### config.mk
export PLATFORM = sky130hd
export DESIGN_NAME = double_ended_queue
export DESIGN_NICKNAME = d
export VERILOG_FILES = /design/src/rtl/dq_pkg.sv /design/src/rtl/dq_cell.sv /design/src/rtl/dq_gather.sv /design/src/rtl/double_ended_queue.sv
export SDC_FILE = /design/constraint.sdc
export NUM_CORES = 2
export LEC_CHECK = 0
export BUFFER_PORTS_ARGS = -buffer_cell sky130_fd_sc_hd__clkbuf_2
export CAP_MARGIN = 10
export CORE_AREA = 2 2 329 331
export CTS_BUF_LIST = sky130_fd_sc_hd__clkbuf_4 sky130_fd_sc_hd__clkbuf_8 sky130_fd_sc_hd__clkbuf_16
export DETAILED_ROUTE_END_ITERATION = 8
export DIE_AREA = 0 0 331 333
export GPL_ROUTABILITY_DRIVEN = 0
export HOLD_SLACK_MARGIN = 0.1
export MAX_ROUTING_LAYER = met4
export PLACE_DENSITY = 0.77
export SLEW_MARGIN = 20
export SYNTH_ARGS = -nofsm -noshare
export SYNTH_HDL_FRONTEND = slang
export SYNTH_HIERARCHICAL = 1
export SYNTH_SLANG_ARGS = --single-unit
### constraint.sdc
create_clock -name clk -period 23.8 [get_ports clk]
set_clock_uncertainty 0.05 [all_clocks]
set_input_delay 7.14 -clock clk [delete_from_list [all_inputs] [get_ports clk]]
set_output_delay 7.14 -clock clk [all_outputs]
set_load 0.005 [all_outputs]
### src/rtl/dq_pkg.sv
// Shared types and codes for the double-ended queue.
package dq_pkg;

  localparam int DATA_W = 32;
  localparam int OCC_W  = 5;

  typedef enum logic [1:0] {
    OP_PUSH_FRONT = 2'd0,
    OP_POP_FRONT  = 2'd1,
    OP_PUSH_BACK  = 2'd2,
    OP_POP_BACK   = 2'd3
  } dq_op_t;

  typedef enum logic [1:0] {
    ST_DONE  = 2'd0,
    ST_FULL  = 2'd1,
    ST_EMPTY = 2'd2
  } dq_status_t;

  // One-cycle command broadcast to every cell.
  typedef struct packed {
    logic push_front;
    logic pop_front;
    logic push_back;
    logic pop_back;
  } dq_cmd_t;

  typedef struct packed {
    dq_status_t         status;
    logic               popped_valid;
    logic [DATA_W-1:0]  popped_value;
    logic [OCC_W-1:0]   occupancy;
  } dq_res_t;

endpackage

### src/rtl/dq_cell.sv
// One storage cell of the shifting deque chain.
module dq_cell (
  input  logic                      clk,
  input  logic                      rst,
  input  dq_pkg::dq_cmd_t           cmd,
  input  logic [dq_pkg::DATA_W-1:0] push_value,
  input  logic [dq_pkg::DATA_W-1:0] left_data,
  input  logic                      left_occ,
  input  logic [dq_pkg::DATA_W-1:0] right_data,
  input  logic                      right_occ,
  output logic [dq_pkg::DATA_W-1:0] data,
  output logic                      occ,
  output logic                      last
);
  import dq_pkg::*;

  logic [DATA_W-1:0] data_next;
  logic              occ_next;

  // Back of the queue: occupied, right neighbor empty.
  assign last = occ && !right_occ;

  // commands are one-hot or all low; all low holds the cell
  always_comb begin
    data_next = data;
    occ_next  = occ;
    if (cmd.push_front) begin
      data_next = left_data;
      occ_next  = left_occ;
    end else if (cmd.pop_front) begin
      data_next = right_data;
      occ_next  = right_occ;
    end else if (cmd.push_back) begin
      if (!occ && left_occ) begin
        data_next = push_value;
        occ_next  = 1'b1;
      end
    end else if (cmd.pop_back) begin
      if (last) begin
        occ_next = 1'b0;
      end
    end
  end

  always_ff @(posedge clk) begin
    if (rst) begin
      occ <= 1'b0;
    end else begin
      occ <= occ_next;
    end
  end

  always_ff @(posedge clk) begin
    data <= data_next;
  end

endmodule

### src/rtl/dq_gather.sv
// Registered OR tree that picks the one flagged word out of the cell row.
module dq_gather #(
  parameter int DEPTH = 16
) (
  input  logic                                 clk,
  input  logic                                 load,
  input  logic [DEPTH-1:0][dq_pkg::DATA_W-1:0] leaf,
  output logic [dq_pkg::DATA_W-1:0]            root
);
  import dq_pkg::*;

  localparam int LEVELS = (DEPTH > 1) ? $clog2(DEPTH) : 1;
  localparam int LEAVES = 1 << LEVELS;
  localparam int NODES  = 2 * LEAVES - 1;

  logic [DATA_W-1:0] node [NODES];

  genvar i, k;
  generate
    for (i = 0; i < LEAVES; i++) begin : g_leaf
      if (i < DEPTH) begin : g_real
        always_ff @(posedge clk) begin
          if (load) begin
            node[LEAVES-1+i] <= leaf[i];
          end
        end
      end else begin : g_pad
        always_ff @(posedge clk) begin
          if (load) begin
            node[LEAVES-1+i] <= '0;
          end
        end
      end
    end
    // one level per cycle toward the root
    for (k = 0; k < LEAVES - 1; k++) begin : g_node
      always_ff @(posedge clk) begin
        node[k] <= node[2*k+1] | node[2*k+2];
      end
    end
  endgenerate

  assign root = node[0];

endmodule

### src/rtl/double_ended_queue.sv
// Top level of the bounded double-ended queue of signed 32-bit values.
//
// Input channel (in_valid / in_stall, op, value): one beat is one operation,
// push front, pop front, push back or pop back. Output channel (out_valid /
// out_stall): one beat per operation with status, popped_valid,
// popped_value and occupancy after the operation.
//
// Storage is a row of DEPTH cells, front entry always in cell 0. A front
// push or pop shifts the whole row by one; a back push fills the first
// empty cell, a back pop empties the last full one.
// Pushes, front pops and refused operations build their result at the beat
// and stream at one per cycle while in_stall is low. A successful back pop
// reads the last cell through a registered OR tree of clog2(DEPTH) levels;
// in_stall stays high until the tree has delivered the popped value.
// Results pass through an output register and a skid register; a new beat
// is taken while one result waits. in_stall rises while the skid holds a
// second one or while a back pop is in flight. A held result never changes
// while out_stall is high.
// Reset (rst, synchronous) empties the queue and drops any pending result.
module double_ended_queue #(
  parameter int DEPTH = 16
) (
  input  logic                             clk,
  input  logic                             rst,
  input  logic                             in_valid,
  output logic                             in_stall,
  input  logic [1:0]                       op,
  input  logic signed [dq_pkg::DATA_W-1:0] value,
  output logic                             out_valid,
  input  logic                             out_stall,
  output logic [1:0]                       status,
  output logic                             popped_valid,
  output logic signed [dq_pkg::DATA_W-1:0] popped_value,
  output logic [dq_pkg::OCC_W-1:0]         occupancy
);
  import dq_pkg::*;

  localparam int LEVELS = (DEPTH > 1) ? $clog2(DEPTH) : 1;
  localparam int CW     = $clog2(DEPTH + 1);
  localparam int GW     = $clog2(LEVELS + 1);

  typedef enum logic [1:0] {
    S_IDLE   = 2'b01,
    S_GATHER = 2'b10
  } state_t;

  state_t state, state_next;
  logic [GW-1:0] gcnt, gcnt_next;
  logic [CW-1:0] count, count_next;
  logic [31:0]   count_ext;

  logic [DEPTH-1:0][DATA_W-1:0] cell_data;
  logic [DEPTH-1:0][DATA_W-1:0] leaf;
  logic [DEPTH-1:0]             cell_occ;
  logic [DEPTH-1:0]             cell_last;
  logic [DATA_W-1:0]            value_u;
  logic [DATA_W-1:0]            root;

  logic    accept, full, empty, gather_done, res_valid, take;
  dq_op_t  op_e;
  dq_cmd_t cmd;
  dq_res_t res, out_res, skid_res;
  logic    skid_valid;

  assign value_u = $unsigned(value);
  assign op_e    = dq_op_t'(op);
  assign full    = cell_occ[DEPTH-1];
  assign empty   = !cell_occ[0];

  // skid full means two results waiting; gather means a back pop in flight
  assign in_stall = (state != S_IDLE) || skid_valid;
  assign accept   = in_valid && !in_stall;

  always_comb begin
    cmd            = '0;
    cmd.push_front = accept && (op_e == OP_PUSH_FRONT) && !full;
    cmd.pop_front  = accept && (op_e == OP_POP_FRONT)  && !empty;
    cmd.push_back  = accept && (op_e == OP_PUSH_BACK)  && !full;
    cmd.pop_back   = accept && (op_e == OP_POP_BACK)   && !empty;
  end

  // --- cell row ---
  genvar i;
  generate
    for (i = 0; i < DEPTH; i++) begin : g_cell
      logic [DATA_W-1:0] l_data, r_data;
      logic              l_occ, r_occ;
      if (i == 0) begin : g_head
        // front push takes the new value; back push into empty lands here
        assign l_data = value_u;
        assign l_occ  = 1'b1;
      end else begin : g_mid_l
        assign l_data = cell_data[i-1];
        assign l_occ  = cell_occ[i-1];
      end
      if (i == DEPTH - 1) begin : g_tail
        assign r_data = '0;
        assign r_occ  = 1'b0;
      end else begin : g_mid_r
        assign r_data = cell_data[i+1];
        assign r_occ  = cell_occ[i+1];
      end

      dq_cell u_cell (
        .clk        (clk),
        .rst        (rst),
        .cmd        (cmd),
        .push_value (value_u),
        .left_data  (l_data),
        .left_occ   (l_occ),
        .right_data (r_data),
        .right_occ  (r_occ),
        .data       (cell_data[i]),
        .occ        (cell_occ[i]),
        .last       (cell_last[i])
      );

      assign leaf[i] = cell_data[i] & {DATA_W{cell_last[i]}};
    end
  endgenerate

  // back pop: the masked row is latched at the beat, then ORed toward the root
  dq_gather #(.DEPTH(DEPTH)) u_gather (
    .clk  (clk),
    .load (cmd.pop_back),
    .leaf (leaf),
    .root (root)
  );

  // --- occupancy counter ---
  always_comb begin
    count_next = count;
    if (cmd.push_front || cmd.push_back) begin
      count_next = count + CW'(1);
    end else if (cmd.pop_front || cmd.pop_back) begin
      count_next = count - CW'(1);
    end
  end

  // --- sequencer ---
  assign gather_done = (state == S_GATHER) && (gcnt == GW'(LEVELS));

  always_comb begin
    state_next = state;
    gcnt_next  = gcnt;
    unique case (state)
      S_IDLE: begin
        if (cmd.pop_back) begin
          state_next = S_GATHER;
          gcnt_next  = '0;
        end
      end
      S_GATHER: begin
        if (gather_done) begin
          state_next = S_IDLE;
        end else begin
          gcnt_next = gcnt + GW'(1);
        end
      end
      default: begin
        state_next = S_IDLE;
      end
    endcase
  end

  always_ff @(posedge clk) begin
    if (rst) begin
      state <= S_IDLE;
      gcnt  <= '0;
      count <= '0;
    end else begin
      state <= state_next;
      gcnt  <= gcnt_next;
      count <= count_next;
    end
  end

  // --- result build ---
  assign count_ext = 32'(count_next);

  always_comb begin
    res              = '0;
    res.status       = ST_DONE;
    res.occupancy    = count_ext[OCC_W-1:0];
    res_valid        = 1'b0;
    if (gather_done) begin
      res_valid        = 1'b1;
      res.popped_valid = 1'b1;
      res.popped_value = root;
    end else if (accept) begin
      unique case (op_e)
        OP_PUSH_FRONT, OP_PUSH_BACK: begin
          res_valid = 1'b1;
          if (full) begin
            res.status = ST_FULL;
          end
        end
        OP_POP_FRONT: begin
          res_valid = 1'b1;
          if (empty) begin
            res.status = ST_EMPTY;
          end else begin
            res.popped_valid = 1'b1;
            res.popped_value = cell_data[0];
          end
        end
        OP_POP_BACK: begin
          // a good back pop reports when the tree is done
          res_valid = empty;
          if (empty) begin
            res.status = ST_EMPTY;
          end
        end
        default: begin
          res_valid = 1'b0;
        end
      endcase
    end
  end

  // --- output register and skid ---
  assign take = out_valid && !out_stall;

  always_ff @(posedge clk) begin
    if (rst) begin
      out_valid  <= 1'b0;
      skid_valid <= 1'b0;
    end else if (res_valid) begin
      if (!out_valid || take) begin
        out_valid <= 1'b1;
      end else begin
        skid_valid <= 1'b1;
      end
    end else if (take) begin
      if (skid_valid) begin
        skid_valid <= 1'b0;
      end else begin
        out_valid <= 1'b0;
      end
    end
  end

  always_ff @(posedge clk) begin
    if (res_valid) begin
      if (!out_valid || take) begin
        out_res <= res;
      end else begin
        skid_res <= res;
      end
    end else if (take && skid_valid) begin
      out_res <= skid_res;
    end
  end

  assign status       = out_res.status;
  assign popped_valid = out_res.popped_valid;
  assign popped_value = $signed(out_res.popped_value);
  assign occupancy    = out_res.occupancy;

  // --- checks ---
  a_count_matches_row: assert property (@(posedge clk) disable iff (rst)
    32'(count) == $countones(cell_occ))
    else $error("occupancy counter disagrees with cell row");

  a_single_back: assert property (@(posedge clk) disable iff (rst)
    $onehot0(cell_last))
    else $error("more than one cell flagged as back");

  a_back_pop_blocks: assert property (@(posedge clk) disable iff (rst)
    cmd.pop_back |=> in_stall)
    else $error("input taken while back pop result is gathered");

  a_skid_behind_out: assert property (@(posedge clk) disable iff (rst)
    skid_valid |-> out_valid)
    else $error("skid holds a result with output register empty");

endmodule
==> flow_summary_export.csv <==
group,metric,value,unit
status,status,"completed",
worst_hold_path,min_to,"u_gather/node[0][186]",
sta,fin_ws,11.82,ns
yosys,yosysMostFrequentCell,"edfxtp_1",
floorplan,io_pins,80,
layout,area_delta_synth_final,10.4,%
clock_network,cts.sinks,1612,
clock_network,hold_buffers,0,
worst_setup_path,r2r_slack,17.84,ns
routing,drt_iter0_markers,3822,
sta,rsz0062_at_grt,"false",
placed_design,portBuffers,79,
layout,final_util,65.8,%
yosys,yosys.area.top_type,"edfxtp_1",
yosys,ys_ff_latch,1612,
routing,wl_per_cell,21.0,microns
placed_design,dpl.hpwl,78600,microns
worst_setup_path,r2r_end,"g_cell[9].u_cell/data[27]",
worst_hold_path,min_from,"u_gather/node[0][410]",
clock_network,cts_htree_levels,4,
routing,drtPass1Iterations,6,
clock_network,cts_buffer_depth,3,
worst_setup_path,cp_top_family,"buffers and inverters",
worst_setup_path,slowest_stage,"buf_4",
clock_network,cts_tree,"built",
worst_setup_path,crit_buf_inv,5,
power,power,5.76,mW
floorplan,start_util,59.6,%
yosys,async_flop_share,0,%
sta,holdWs,0.350,ns
yosys,yosysTopAreaCellShare,52.2,%
clock_network,numCtsBuffers,156,
yosys,syn-cell-area,0.0636,sq mm
yosys,synth-edff-count,1104,
placed_design,placed_cell_area,0.0649,sq mm
clock_network,cts-resized-gates,0,
floorplan,num_rows,120,
sta,setup_viol,0,
yosys,syn-instance-count,4769,
worst_setup_path,slowest_delay,1.00,ns
grt,antenna_found_initial,21,
yosys,ys_types,50,
sta,fmax,0.0834,GHz
yosys,ys_seq_area_share,68.2,%
yosys,synth_area_leaders,"edfxtp_1 52%, dfxtp_1 16%, mux2i_1 8.3%, and2_1 5.0%, or2_2 4.7%",
routing,routed_wl,134000,microns
flow_run,cap_violations,0,
sta,setup_tns,0,ns
worst_hold_path,hold_depth,1,
yosys,yosys_warnings,6,
layout,final_area,0.0702,sq mm
worst_setup_path,cp-end-kind,"flop",
worst_setup_path,reg2reg_from,"skid_valid",
clock_network,clk_pin_slew,0.06,ns
worst_setup_path,cp_cell_sequence,"clkbuf_2 > nand4bb_1 > nor3_4 > buf_12 > buf_12 > buf_4 > buf_4 > mux2i_1 > o21ai_1",
clock_network,cts_root_buf,"clkbuf_16",
worst_setup_path,worstPathMaxFanout,148,
yosys,synthTopCellsByCount,"1,104 x edfxtp_1, 552 x nand2_1, 528 x mux2i_1",
power,total_leakage_power,25.4,nW
layout,drive_gt1_share,20.4,%
floorplan,core_area,0.107,sq mm
grt,grt_pass1_wl,204000,microns
routing,postRouteAntennaNets,0,
sta,period_needed,11.98,ns
grt,grt_pass1_vias,34600,
floorplan,die_w,331,microns
floorplan,die_area,0.110,sq mm
clock_network,cts_setup_buffers,0,
grt,grt_use_total,25.1,%
worst_hold_path,hp-class,"reg -> reg",
sta,post-route-period-util,50.4,%
placed_design,dp.cells,6073,
worst_setup_path,worstSetupStartpointType,"input pin",
sta,final_hold_viol_count,0,
sta,slew_viol_final,0,
clock_network,clk-insertion-delay-late,0.76,ns
layout,fill_cells,7578,
sta,worst_pin_slew,1.17,ns
routing,vias_per_cell,5.61,
worst_setup_path,worstPathRequired,24.20,ns
floorplan,die_h,333,microns
yosys,synth_area_per_cell,13.3,sq um
routing,vias,35800,
power,ir_drop,0.0726,mV
grt,grt_overflow,0,
placed_design,pre_cts_ws,11.13,ns
worst_setup_path,cp-startpoint,"in_valid",
routing,route.detailed.drc,0,
grt,grt_start_max_net_pins,256,
worst_setup_path,critPathArrivalTime,12.39,ns
sta,slew_headroom,21.9,%
worst_setup_path,reg2reg_depth,8,
worst_setup_path,criticalPathCategory,"in -> reg",
layout,fin_nets,4871,
layout,final_cells,6378,
yosys,synth_top_flop_cell,"edfxtp_1",
power,power.density,82.0,mW/mm^2
cells in the final DEF, fill, tap and decap left out, types with 15 or more instances in the layout:
cell | synthesis | layout
or2_2 | 482 | 482
clkbuf_4 | 0 | 38
conb_1 | 2 | 37
dfxtp_1 | 508 | 508
mux2i_1 | 528 | 528
clkinv_2 | 0 | 33
buf_4 | 33 | 50
and2_1 | 512 | 512
o211ai_1 | 17 | 17
nor2_1 | 24 | 24
edfxtp_1 | 1104 | 1104
clkbuf_8 | 2 | 15
inv_1 | 26 | 24
mux2_4 | 16 | 16
a21o_1 | 22 | 22
o21ai_0 | 52 | 36
nand2_1 | 552 | 552
clkbuf_2 | 0 | 79
clkinv_1 | 0 | 17
o21ai_4 | 0 | 16
a22o_2 | 31 | 31
nand4bb_1 | 17 | 17
o211ai_2 | 16 | 16
clkbuf_16 | 0 | 167
nand2b_1 | 17 | 17
o21ai_1 | 481 | 481
state kept, by name (all words and copies together), names as in the netlist:
register / flops
u_gather/node: 992
g_cell.u_cell/data: 512
skid_res: 40
popped_value: 32
g_cell.u_cell/occ: 16
count: 5
occupancy: 5
gcnt: 3
state: 2
status: 2
out_valid: 1
popped_valid: 1
skid_valid: 1
layer usage:
layer | share of wire (%) | routed length (microns) | track usage, %
met1 | 44 | 58600 | 35.2
met2 | 46 | 61500 | 37.5
met3 | 8.5 | 11400 | 5.21
met4 | 1.9 | 2600 | 6.49
met5 | 0 | 0 | -
power breakdown:
group	switching, mW	internal, mW	total, mW
clock network	1.02	1.45	2.47
logic	0.142	0.0693	0.211
registers	0.0314	3.04	3.07
cells by family (layout without fill, tap and decap cells):
group           after synthesis  in the layout  synth area share [%]
mux                         545            545                  8.71
flops                      1612           1612                  68.2
fa+ha+maj                     4              4                0.0787
buf+inv                     296            453                  2.97
compound gates              648            648                  5.83
xor+xnor                      2              2                0.0276
simple gates               1660           1660                  14.2
other cells                   2             51                0.0118
how the worst max path moves through the flow:
stage / cells after the start / slack, ns / to
floorplan: 7 / 5.07 / g_cell[0].u_cell/occ
global placement: 9 / 11.20 / g_cell[9].u_cell/data[27]
detailed placement: 9 / 11.13 / g_cell[8].u_cell/data[31]
CTS: 9 / 11.85 / g_cell[8].u_cell/data[2]
global route: 9 / 11.53 / g_cell[8].u_cell/data[2]
finish: 9 / 11.82 / g_cell[9].u_cell/data[27]
final cells by class:
| class | instances | area [sq um] | area share (%) |
|---|---|---|---|
| flip-flops and latches | 1612 | 43300 | 61.7 |
| multi-input cells | 2896 | 18800 | 26.8 |
| well taps | 1403 | 1760 | 2.50 |
| diodes | 14 | 35.0 | 0.0499 |
| clock inverters | 70 | 563 | 0.802 |
| repair buffers | 137 | 937 | 1.34 |
| inverters | 26 | 105 | 0.150 |
| clock buffers | 220 | 4670 | 6.66 |
Power figures use the tool's default switching activity.
